`src/rtl/fecpr_pkg.sv`:
```
package fecpr_pkg;

  localparam int ADDR_W      = 32;
  localparam int DATA_W      = 32;
  localparam int LIMIT_W     = 19;
  localparam int TOTAL_WORDS = 65536;
  localparam int PAGE_WORDS  = 256;
  localparam int WIDX_W      = $clog2(TOTAL_WORDS);
  localparam int POFF_W      = $clog2(PAGE_WORDS);
  localparam int PAGE_W      = WIDX_W - POFF_W;

  localparam logic [LIMIT_W-1:0] LIMIT_RESET = LIMIT_W'(262144);
  localparam logic [DATA_W-1:0]  ERASED_WORD = '1;

  typedef enum logic [1:0] {
    ACT_WORD = 2'd0,
    ACT_HALF = 2'd1,
    ACT_BYTE = 2'd2,
    ACT_READ = 2'd3
  } action_t;

  typedef struct packed {
    logic load;
    logic clr_step;
    logic lookup;
    logic cap_read;
    logic direct_wr;
    logic mark_rewrite;
    logic copy_step;
    logic erase_step;
    logic prog_step;
    logic res_push;
  } dp_cmd_t;

  typedef struct packed {
    logic clr_last;
    logic oor;
    logic is_read;
    logic lane_erased;
    logic idx_last;
    logic res_free;
  } dp_sts_t;

endpackage

```
`src/rtl/fecpr_ctrl.sv`:
```
module fecpr_ctrl import fecpr_pkg::*; (
  input  logic    clk,
  input  logic    rst,
  input  logic    in_valid,
  output logic    in_ready,
  input  dp_sts_t sts,
  output dp_cmd_t cmd
);

  typedef enum logic [2:0] {
    S_CLEAR,
    S_IDLE,
    S_CHECK,
    S_DECIDE,
    S_COPY,
    S_ERASE,
    S_PROG,
    S_RESULT
  } state_t;

  state_t state;
  state_t state_next;

  always_comb begin
    cmd        = '0;
    state_next = state;
    in_ready   = 1'b0;
    unique case (state)
      S_CLEAR: begin
        cmd.clr_step = 1'b1;
        if (sts.clr_last) state_next = S_IDLE;
      end
      S_IDLE: begin
        in_ready = 1'b1;
        if (in_valid) begin
          cmd.load   = 1'b1;
          state_next = S_CHECK;
        end
      end
      S_CHECK: begin
        if (sts.oor) begin
          state_next = S_RESULT;
        end else begin
          cmd.lookup = 1'b1;
          state_next = S_DECIDE;
        end
      end
      S_DECIDE: begin
        priority if (sts.is_read) begin
          cmd.cap_read = 1'b1;
          state_next   = S_RESULT;
        end else if (sts.lane_erased) begin
          cmd.direct_wr = 1'b1;
          state_next    = S_RESULT;
        end else begin
          cmd.mark_rewrite = 1'b1;
          state_next       = S_COPY;
        end
      end
      S_COPY: begin
        cmd.copy_step = 1'b1;
        if (sts.idx_last) state_next = S_ERASE;
      end
      S_ERASE: begin
        cmd.erase_step = 1'b1;
        if (sts.idx_last) state_next = S_PROG;
      end
      S_PROG: begin
        cmd.prog_step = 1'b1;
        if (sts.idx_last) state_next = S_RESULT;
      end
      S_RESULT: begin
        if (sts.res_free) begin
          cmd.res_push = 1'b1;
          state_next   = S_IDLE;
        end
      end
      default: state_next = S_IDLE;
    endcase
  end

  always_ff @(posedge clk) begin
    if (rst) begin
      state <= S_CLEAR;
    end else begin
      state <= state_next;
    end
  end

endmodule

```
`config.mk`:
```
export PLATFORM = sky130hd
export DESIGN_NAME = fecpr_ctrl
export DESIGN_NICKNAME = d
export VERILOG_FILES = /design/src/rtl/fecpr_pkg.sv /design/src/rtl/fecpr_ctrl.sv
export SDC_FILE = /design/constraint.sdc
export NUM_CORES = 1
export LEC_CHECK = 0
export BUFFER_PORTS_ARGS = -buffer_cell sky130_fd_sc_hd__buf_2
export CORE_AREA = 3 3 40 42
export DETAILED_ROUTE_END_ITERATION = 8
export DIE_AREA = 0 0 43 45
export GPL_ROUTABILITY_DRIVEN = 0
export GPL_TIMING_DRIVEN = 0
export PLACE_DENSITY = 0.45
export SLEW_MARGIN = 15
export SYNTH_ARGS = -nofsm -noshare
export SYNTH_HDL_FRONTEND = slang
export SYNTH_SLANG_ARGS = --single-unit
export TNS_END_PERCENT = 100
```
`constraint.sdc`:
```
create_clock -name clk -period 3.4 [get_ports clk]
set_input_delay 0.34 -clock clk [delete_from_list [all_inputs] [get_ports clk]]
set_output_delay 0.34 -clock clk [all_outputs]
set_load 0.005 [all_outputs]
```
==> impl_summary.md, run 1 <==
Setup path
STA classifies the critical path startpoint as a flop. The length in cells of the worst reg-to-reg path is 5. STA puts the critical path data required time at 3.06 ns. The setup path with the least slack is of type reg -> out. The endpoint arrival time on the critical path is 1.34 ns.

The maximum fanout count along the critical path is 10. The worst setup path is captured at a primary output.

Detailed routing
The DRC violation count after routing is 0. The first detailed-routing pass ran for 2 iterations. After the first detailed-routing iteration, the DRC count stood at 3.

Dividing the detail-routed via count by the number of cells gives between 4 and 5. After detailed routing, the total wire length is 946 um. The detail route stage leaves a number of antenna-violating nets equal to 0. The overall via count from detail_route is 385. The routed wirelength normalized by instance count is 11.7 um.

Layout
The largest registers in the layout are state x3. The signed area change from the synthesized netlist to the final layout is 45.5%. The share of layout cells above drive strength 1 is 42.4%.

The repair_antennas step left the layout with diodes totalling 0. The design area is between 400 and 500 um2. The register with the most flip-flops in the layout has 3 of them.

For this run, the number of standard cells in the final layout without fillers is 81. For this run, the share of the core covered by cells in the final layout is 34.9%. The final net count is between 70 and 80. Fill cells in the final layout number 153.

Ranked by flip-flop count, first place goes to state.

Logic synthesis
The number of enable flip-flop cells after synthesis is 0. The number of instances in the synthesized netlist is between 40 and 50. The post-synthesis register bit count is 3.

Of the total synthesized cell area, the portion taken by full adders, half adders and majority gates is 0%. After synthesis, the netlist uses 26 different library cells. In the post-synthesis netlist, the biggest area contributors are dfxtp_1 (20%), a21oi_1 (8.1%), buf_6 (7.3%).

By area, the combinational part of the netlist is dominated by simple AND/OR/NAND/NOR gates. The average instance in the mapped netlist occupies a little over 7 um2. After synthesis, the largest area contributor takes up 19.5% of total cell area.

The async set or reset register ratio after synthesis is 0%. The dominant synthesized flop cell is dfxtp_1. After synthesis, flip-flops and latches occupy 19.5% of the total area.

Among all cell types in the netlist, the one instantiated most often is a21oi_1. The post-synthesis instance area is 308 um2. Yosys printed 0 warnings. The share of the synthesized area in compound gates (AO/OA/AOI/OAI) is 20.7%. The xor/xnor share of the synthesized area is 0%. The portion of synthesized area spent on multiplexers is 0%.

The net count after synthesis is 52. After synthesis, the most frequently instantiated cells are a21oi_1 (5), and3_1 (3), dfxtp_1 (3), nor3_1 (3). The post-synthesis simple-gate area fraction is 46.3%. The cell type contributing the most total cell area after synthesis is dfxtp_1.

Floorplanning
The effective utilization at floorplan is 24.0%. The floorplan step defined a die boundary enclosing roughly 0.0019 mm2. The width of the chip is 43 um. The die extent in y is 45 um. The total I/O pin count is 20. The row count is 13. The core region area is 0.00128 mm2.

CTS
After clock tree synthesis, the clock-pin slew on the worst setup and hold paths is 0.04 ns. The CTS tree is done. The H-tree depth reported by CTS is 1. The number of buffers created by CTS is 3. The count of cells resized by post-cts repair is 0. The root cell of the clock tree is clkbuf_4. The later-pin clock latency in the skew report is 0.24 ns.

Clock tree synthesis found a total of 3 sinks. The number of setup buffers added after CTS is 0. The maximum number of buffers from clock root to sink is 2. After clock tree synthesis, the flow added hold-fix buffers numbering 0.

Timing
The final number of hold-violating endpoints is 0. The shortest period the worst path allows is 1.68 ns. Of the available clock period, the critical path in the final layout requires 49.4%. The highest clock rate is 595 MHz. The worst slew margin relative to its limit is 74.8%. Setup repair after global routing left no endpoint under its margin. The final worst clock skew is approximately 0.0053 ns.

Setup violations remaining at the end of the flow were counted as 0. Setup slack closes at 1.72 ns. At the pin with the least slew margin, the transition time is ~0.38 ns. The number of max-slew violations in the final report is 0. For the final routed database, the setup TNS stands at 0 ns.

Global routing
Entering global routing, the biggest net connects 11 pins. Summed over all layers, the global routing overflow is 0. The initial antenna violation count is 0.

The number of global-route vias before repair came to ~360. The global-route wire length before repair is 1420 um. Global routing used 9.63% of the available tracks across all layers.

Placement
The worst-case setup slack after placement is 1.94 ns. During placement, the flow inserted port buffers numbering 19. Summed over all nets, the half-perimeter wirelength after detailed placement is 701 um. The placed standard-cell area is 422 um2.

The instance count after placement with tap cells included is 77.

Run status
The run finished with clean final reports.

Power and ir drop
The leakage power of the design is approximately 0.22 nW. The maximum VDD drop is 0.163 mV. Power spread over the standard cell area amounts to 432 mW/mm2.

Hold path
Along the worst hold path, the cell count comes to 2. The path class of the tightest hold or removal check is in -> reg.

Job
The number of violations of the max-capacitance limit is 0.
-- layer usage --
layer  vias to the layer above  global-route usage, %  wire (um)
met2                        10                   16.8        433
met1                       173                   11.5        451
met5                         -                      0          0
li1                        202                      -          -
met4                         0                   1.81          0
met3                         0                   3.59         62
-- path summary, 6_finish.rpt --
check | start | to | slack (ns)
worst max register to register | state[1]$_SDFFE_PP0P_ | state[2]$_SDFFE_PP0P_ | 2.00
worst max-delay path | state[2]$_SDFFE_PP0P_ | cmd[5] | 1.72
worst min-delay path | rst | state[0]$_SDFFE_PP0P_ | 0.30
worst min register to register | state[0]$_SDFFE_PP0P_ | state[0]$_SDFFE_PP0P_ | 0.63
-- cell usage in the layout, fill, tap and decap left out --
| cell | count |
|---|---|
| a21oi_2 | 1 |
| o31ai_1 | 1 |
| dfxtp_1 | 3 |
| nand4_1 | 1 |
| nand3_1 | 2 |
| nand2_1 | 2 |
| or3b_4 | 1 |
| clkbuf_1 | 2 |
| buf_6 | 2 |
| or3_1 | 1 |
| nor3b_1 | 2 |
| nor4_1 | 1 |
| inv_1 | 2 |
| nor3_1 | 3 |
| buf_4 | 1 |
| or4_1 | 1 |
| clkbuf_4 | 3 |
| o21a_1 | 1 |
| nor4b_1 | 1 |
| nor2_1 | 2 |
| and2b_1 | 1 |
| a21oi_1 | 5 |
| buf_2 | 19 |
| o21ai_0 | 2 |
| and3_1 | 3 |
| and2_1 | 1 |
| nand2b_2 | 1 |
| o21ai_1 | 1 |
-- worst max-delay path, cell delays in order, from the launching register on --
cell and delay, ns:
dfxtp_1 0.30, buf_6 0.13, clkbuf_1 0.20, nor4b_1 0.32
buf_2 0.16
-- per-stage QoR --
stage | hold WS [ns] | total power [W]
2_1_floorplan | 0.409 | 0.000101
3_3_place_gp | 0.543 | 0.000128
3_5_place_dp | 0.546 | 0.000128
4_1_cts | 0.293 | 0.000195
5_1_grt | 0.307 | 0.000209
6_report | 0.297 | 0.000194
-- logic make-up (layout without fill, tap and decap cells) --
kind of cell    count (synthesis)  after routing
flops                           3              3
buf+inv                         6             29
compound gates                 11             11
simple gates                   23             23
-- layout make-up --
cell class / count / area, um2 / share of cell area (%)
Multi-Input combinational cell: 34 / 206 / 46.1
Sequential cell: 3 / 60.1 / 13.4
Clock buffer: 4 / 26.3 / 5.87
Timing Repair Buffer: 19 / 95.1 / 21.2
Tap cell: 15 / 18.8 / 4.19
Inverter: 2 / 7.51 / 1.68
Buffer: 4 / 33.8 / 7.54
-- report_power, final --
group	internal, W	total [W]	leakage (nW)	switching, W
combinational	0.0000393	0.0000850	0.182	0.0000458
clock	0.0000442	0.0000654	0.0150	0.0000212
sequential	0.0000409	0.0000432	0.0247	0.00000230
total	0.000124	0.000194	0.222	0.0000693
No activity file was read; power rests on OpenSTA's default activity.
==> run 2: changes to the inputs <==
--- a/config.mk
+++ b/config.mk
@@ -11,7 +11,7 @@
 export DIE_AREA = 0 0 43 45
 export GPL_ROUTABILITY_DRIVEN = 0
 export GPL_TIMING_DRIVEN = 0
-export PLACE_DENSITY = 0.45
+export PLACE_DENSITY = 0.47
 export SLEW_MARGIN = 15
 export SYNTH_ARGS = -nofsm -noshare
 export SYNTH_HDL_FRONTEND = slang
==> constraint.sdc (replaced) <==
create_clock -name clk -period 1.4 [get_ports clk]
set_input_delay 0.14 -clock clk [delete_from_list [all_inputs] [get_ports clk]]
set_output_delay 0.14 -clock clk [all_outputs]
set_load 0.005 [all_outputs]
==> run 2 against run 1 <==
Against the previous run:
- setup slack worse by 1.7 ns
- register-to-register slack got worse by 2.0 ns
- flip-flop and latch count unchanged
- core utilization up 8.5 points
- clock power increased by 140%
- first-iteration DRC count grew to 3.3 times the previous value
- critical endpoint is now state[2]$_SDFFE_PP0P_
- largest cell class unchanged
- highest routed layer unchanged
==> impl_summary.md, run 2 (synthesis results as in run 1) <==
Floorplanning
The total I/O pin count is 20. The total die area is just under 0.002 mm2. The row count is 13. The effective utilization at floorplan is about a quarter. The core region area is 0.00128 mm2. The width of the chip is 43 um.

From bottom edge to top edge, the die measures 45 um.

Timing
Timing would allow up to between 700 and 800 MHz. Counting I/O delays and the setup requirement, the final critical path takes 1.36 ns. After layout, the worst setup slack is 0.0389 ns. For the pin with the worst max-slew slack, the measured transition is ~0.24 ns. The final number of hold-violating endpoints is 0. Setup violations remaining at the end of the flow were counted as 0. The clock arrives with 0.00787 ns of skew. The worst slew margin relative to its limit is between 80% and 90%. The number of max-slew violations in the final report is 0. For the final routed database, the setup TNS stands at 0 ns. Setup repair after global routing could not meet its margin everywhere.

The worst hold slack is 0.0834 ns. The final critical path takes up 97.2% of the cycle.

CTS
The number of hold buffers added after CTS was 0. The clock-pin slew of the registers on the worst-case setup and hold paths is 0.04 ns. In this run the clock root is driven by a clkbuf_4.

CTS saw 3 sinks. The H-tree depth reported by CTS is 1. Clock tree synthesis inserted a total of 3 buffers. The clock reaches the later pin of the worst-skew pair after 0.24 ns.

The CTS tree is done. In this run the deepest clock path goes through 2 buffers.

Layout
In the final layout, the registers with the most flip-flops are state x3. Compared with the post-synthesis result, the final layout area differs by 80.9%. The post-route netlist has 62.5% of its cells at a drive strength greater than 1.

At the end of the flow, the number of nets in the layout was 82. The register with the most flip-flops is state. The register with the most flip-flops in the layout has 3 of them. The most common cell after layout, fill and taps aside is buf_2. Leaving out fill and tap cells, the most frequent cells in the layout are buf_2 (20), buf_4 (5), a21oi_1 (4). The number of inserted diodes is 0.

Setup path
The worst register-to-register path ends at state[2]$_SDFFE_PP0P_. The type of element capturing the critical path is a flop. Along the worst path, the maximum fanout reaches 4. For the worst setup path, the data arrival time is ~1.5 ns.

The data required time of the worst path is 1.57 ns. The slack of the worst reg-to-reg path is 0.04 ns. The type of element launching the critical path is a flop. The worst register-to-register path has a depth of 5. The startpoint identified for the worst register-to-register timing path is state[2]$_SDFFE_PP0P_. The category of the most critical setup path is reg -> reg.

Detailed routing
The overall via count from detail_route is 417. In the routed design, unresolved DRC markers number 0. The ratio of routed vias to standard cells is 4.79. For this run, the detailed router's first-pass iteration total came to 3. The detailed router finished its first iteration with 10 violations. The routed wirelength normalized by instance count is between 10 and 15 um. The detail route stage leaves a number of antenna-violating nets equal to 0. Summed over all layers, the routed wires come to 1070 um.

Placement
The detailed placer's ending HPWL is 661 um. The count of input and output buffers is 19. The worst-case setup slack after placement is 0.0313 ns.

Run status
The run finished with clean final reports.

Global routing
The sum of overflow across all layers after global routing is 0. The number of global-route vias before repair is between 300 and 400. The global-route wire length before repair is ~1500 um. The maximum number of pins on one net before global-route repair is 11. The initial antenna violation count is 0. The global router's overall resource usage is 9.90%.

Power and ir drop
The total power density per cell area is 975 mW/mm2. Summed over all cells, the static leakage comes to 0.281 nW. The maximum VDD drop is 0.308 mV.

Hold path
The depth of the worst hold-timing path is 2. The capture endpoint of the worst hold path is state[2]$_SDFFE_PP0P_. The type of the most critical hold path is in -> reg. The worst hold path begins at rst.

Job
The number of violations of the max-capacitance limit is 0.
run 2: cell count changes in the layout (fill, tap and decap cells not counted), moves of 2 or more:
| cell | delta |
|---|---|
| nor3_1 | -2 |
| dfxtp_1 | -2 |
| dfxtp_2 | +2 |
| buf_4 | +4 |
run 2: final cells by class:
type / instances / area (um2)
buffer: 4 / 47.5
sequential: 3 / 62.6
clock buffer: 4 / 26.3
inverter: 2 / 7.51
fill: 138 / 728
timing repair buffer: 25 / 138
tap: 15 / 18.8
multi-input combinational: 34 / 256
run 2: through the flow:
stage | util [%] | total power (W) | cell area [um2] | cells
after detailed placement | 32.8 | 0.000311 | 422 | 77
after global routing | 43.3 | 0.000592 | 557 | 87
after global placement | 32.8 | 0.000311 | 422 | 77
after CTS | 36.1 | 0.000477 | 464 | 81
after floorplan | - | 0.000246 | 308 | 43
final | 43.3 | 0.000543 | 557 | 87
run 2: where the power goes:
part	switching (W)	internal [W]	total [W]	leakage, nW
clock	0.0000486	0.000107	0.000156	0.0150
combinational	0.000136	0.000142	0.000278	0.241
sequential	0.00000766	0.000101	0.000109	0.0255
total	0.000193	0.000350	0.000543	0.281
run 2: metal layers:
layer	up-vias	GRT usage, %	routed length [um]
met2	10	16.8	591
met4	0	3.61	0
met3	0	2.39	38
li1	214	-	-
met1	193	12.3	437
met5	-	0	0
run 2: how the worst max path moves through the flow:
stage | start | end | depth (start not counted)
floorplan | state[2]$_SDFFE_PP0P_ | state[2]$_SDFFE_PP0P_ | 5
global placement | state[1]$_SDFFE_PP0P_ | state[2]$_SDFFE_PP0P_ | 5
detailed placement | state[1]$_SDFFE_PP0P_ | state[2]$_SDFFE_PP0P_ | 5
CTS | state[2]$_SDFFE_PP0P_ | cmd[4] | 4
global route | state[1]$_SDFFE_PP0P_ | cmd[9] | 5
finish | state[2]$_SDFFE_PP0P_ | state[2]$_SDFFE_PP0P_ | 5
run 2: repair_timing:
action,CTS,global route
pin swaps,0,4
endpoints found under the hold margin,0,0
setup endpoints to repair,6,5
cloned,0,1
resized for setup,4,17
setup buffers,0,5
run 2: critical path, stage by stage (launching register included):
cell and delay [ns]:
dfxtp_2 0.32, buf_4 0.16, nand2b_4 0.09, a21oi_2 0.06, or4_1 0.52, a21oi_1 0.14
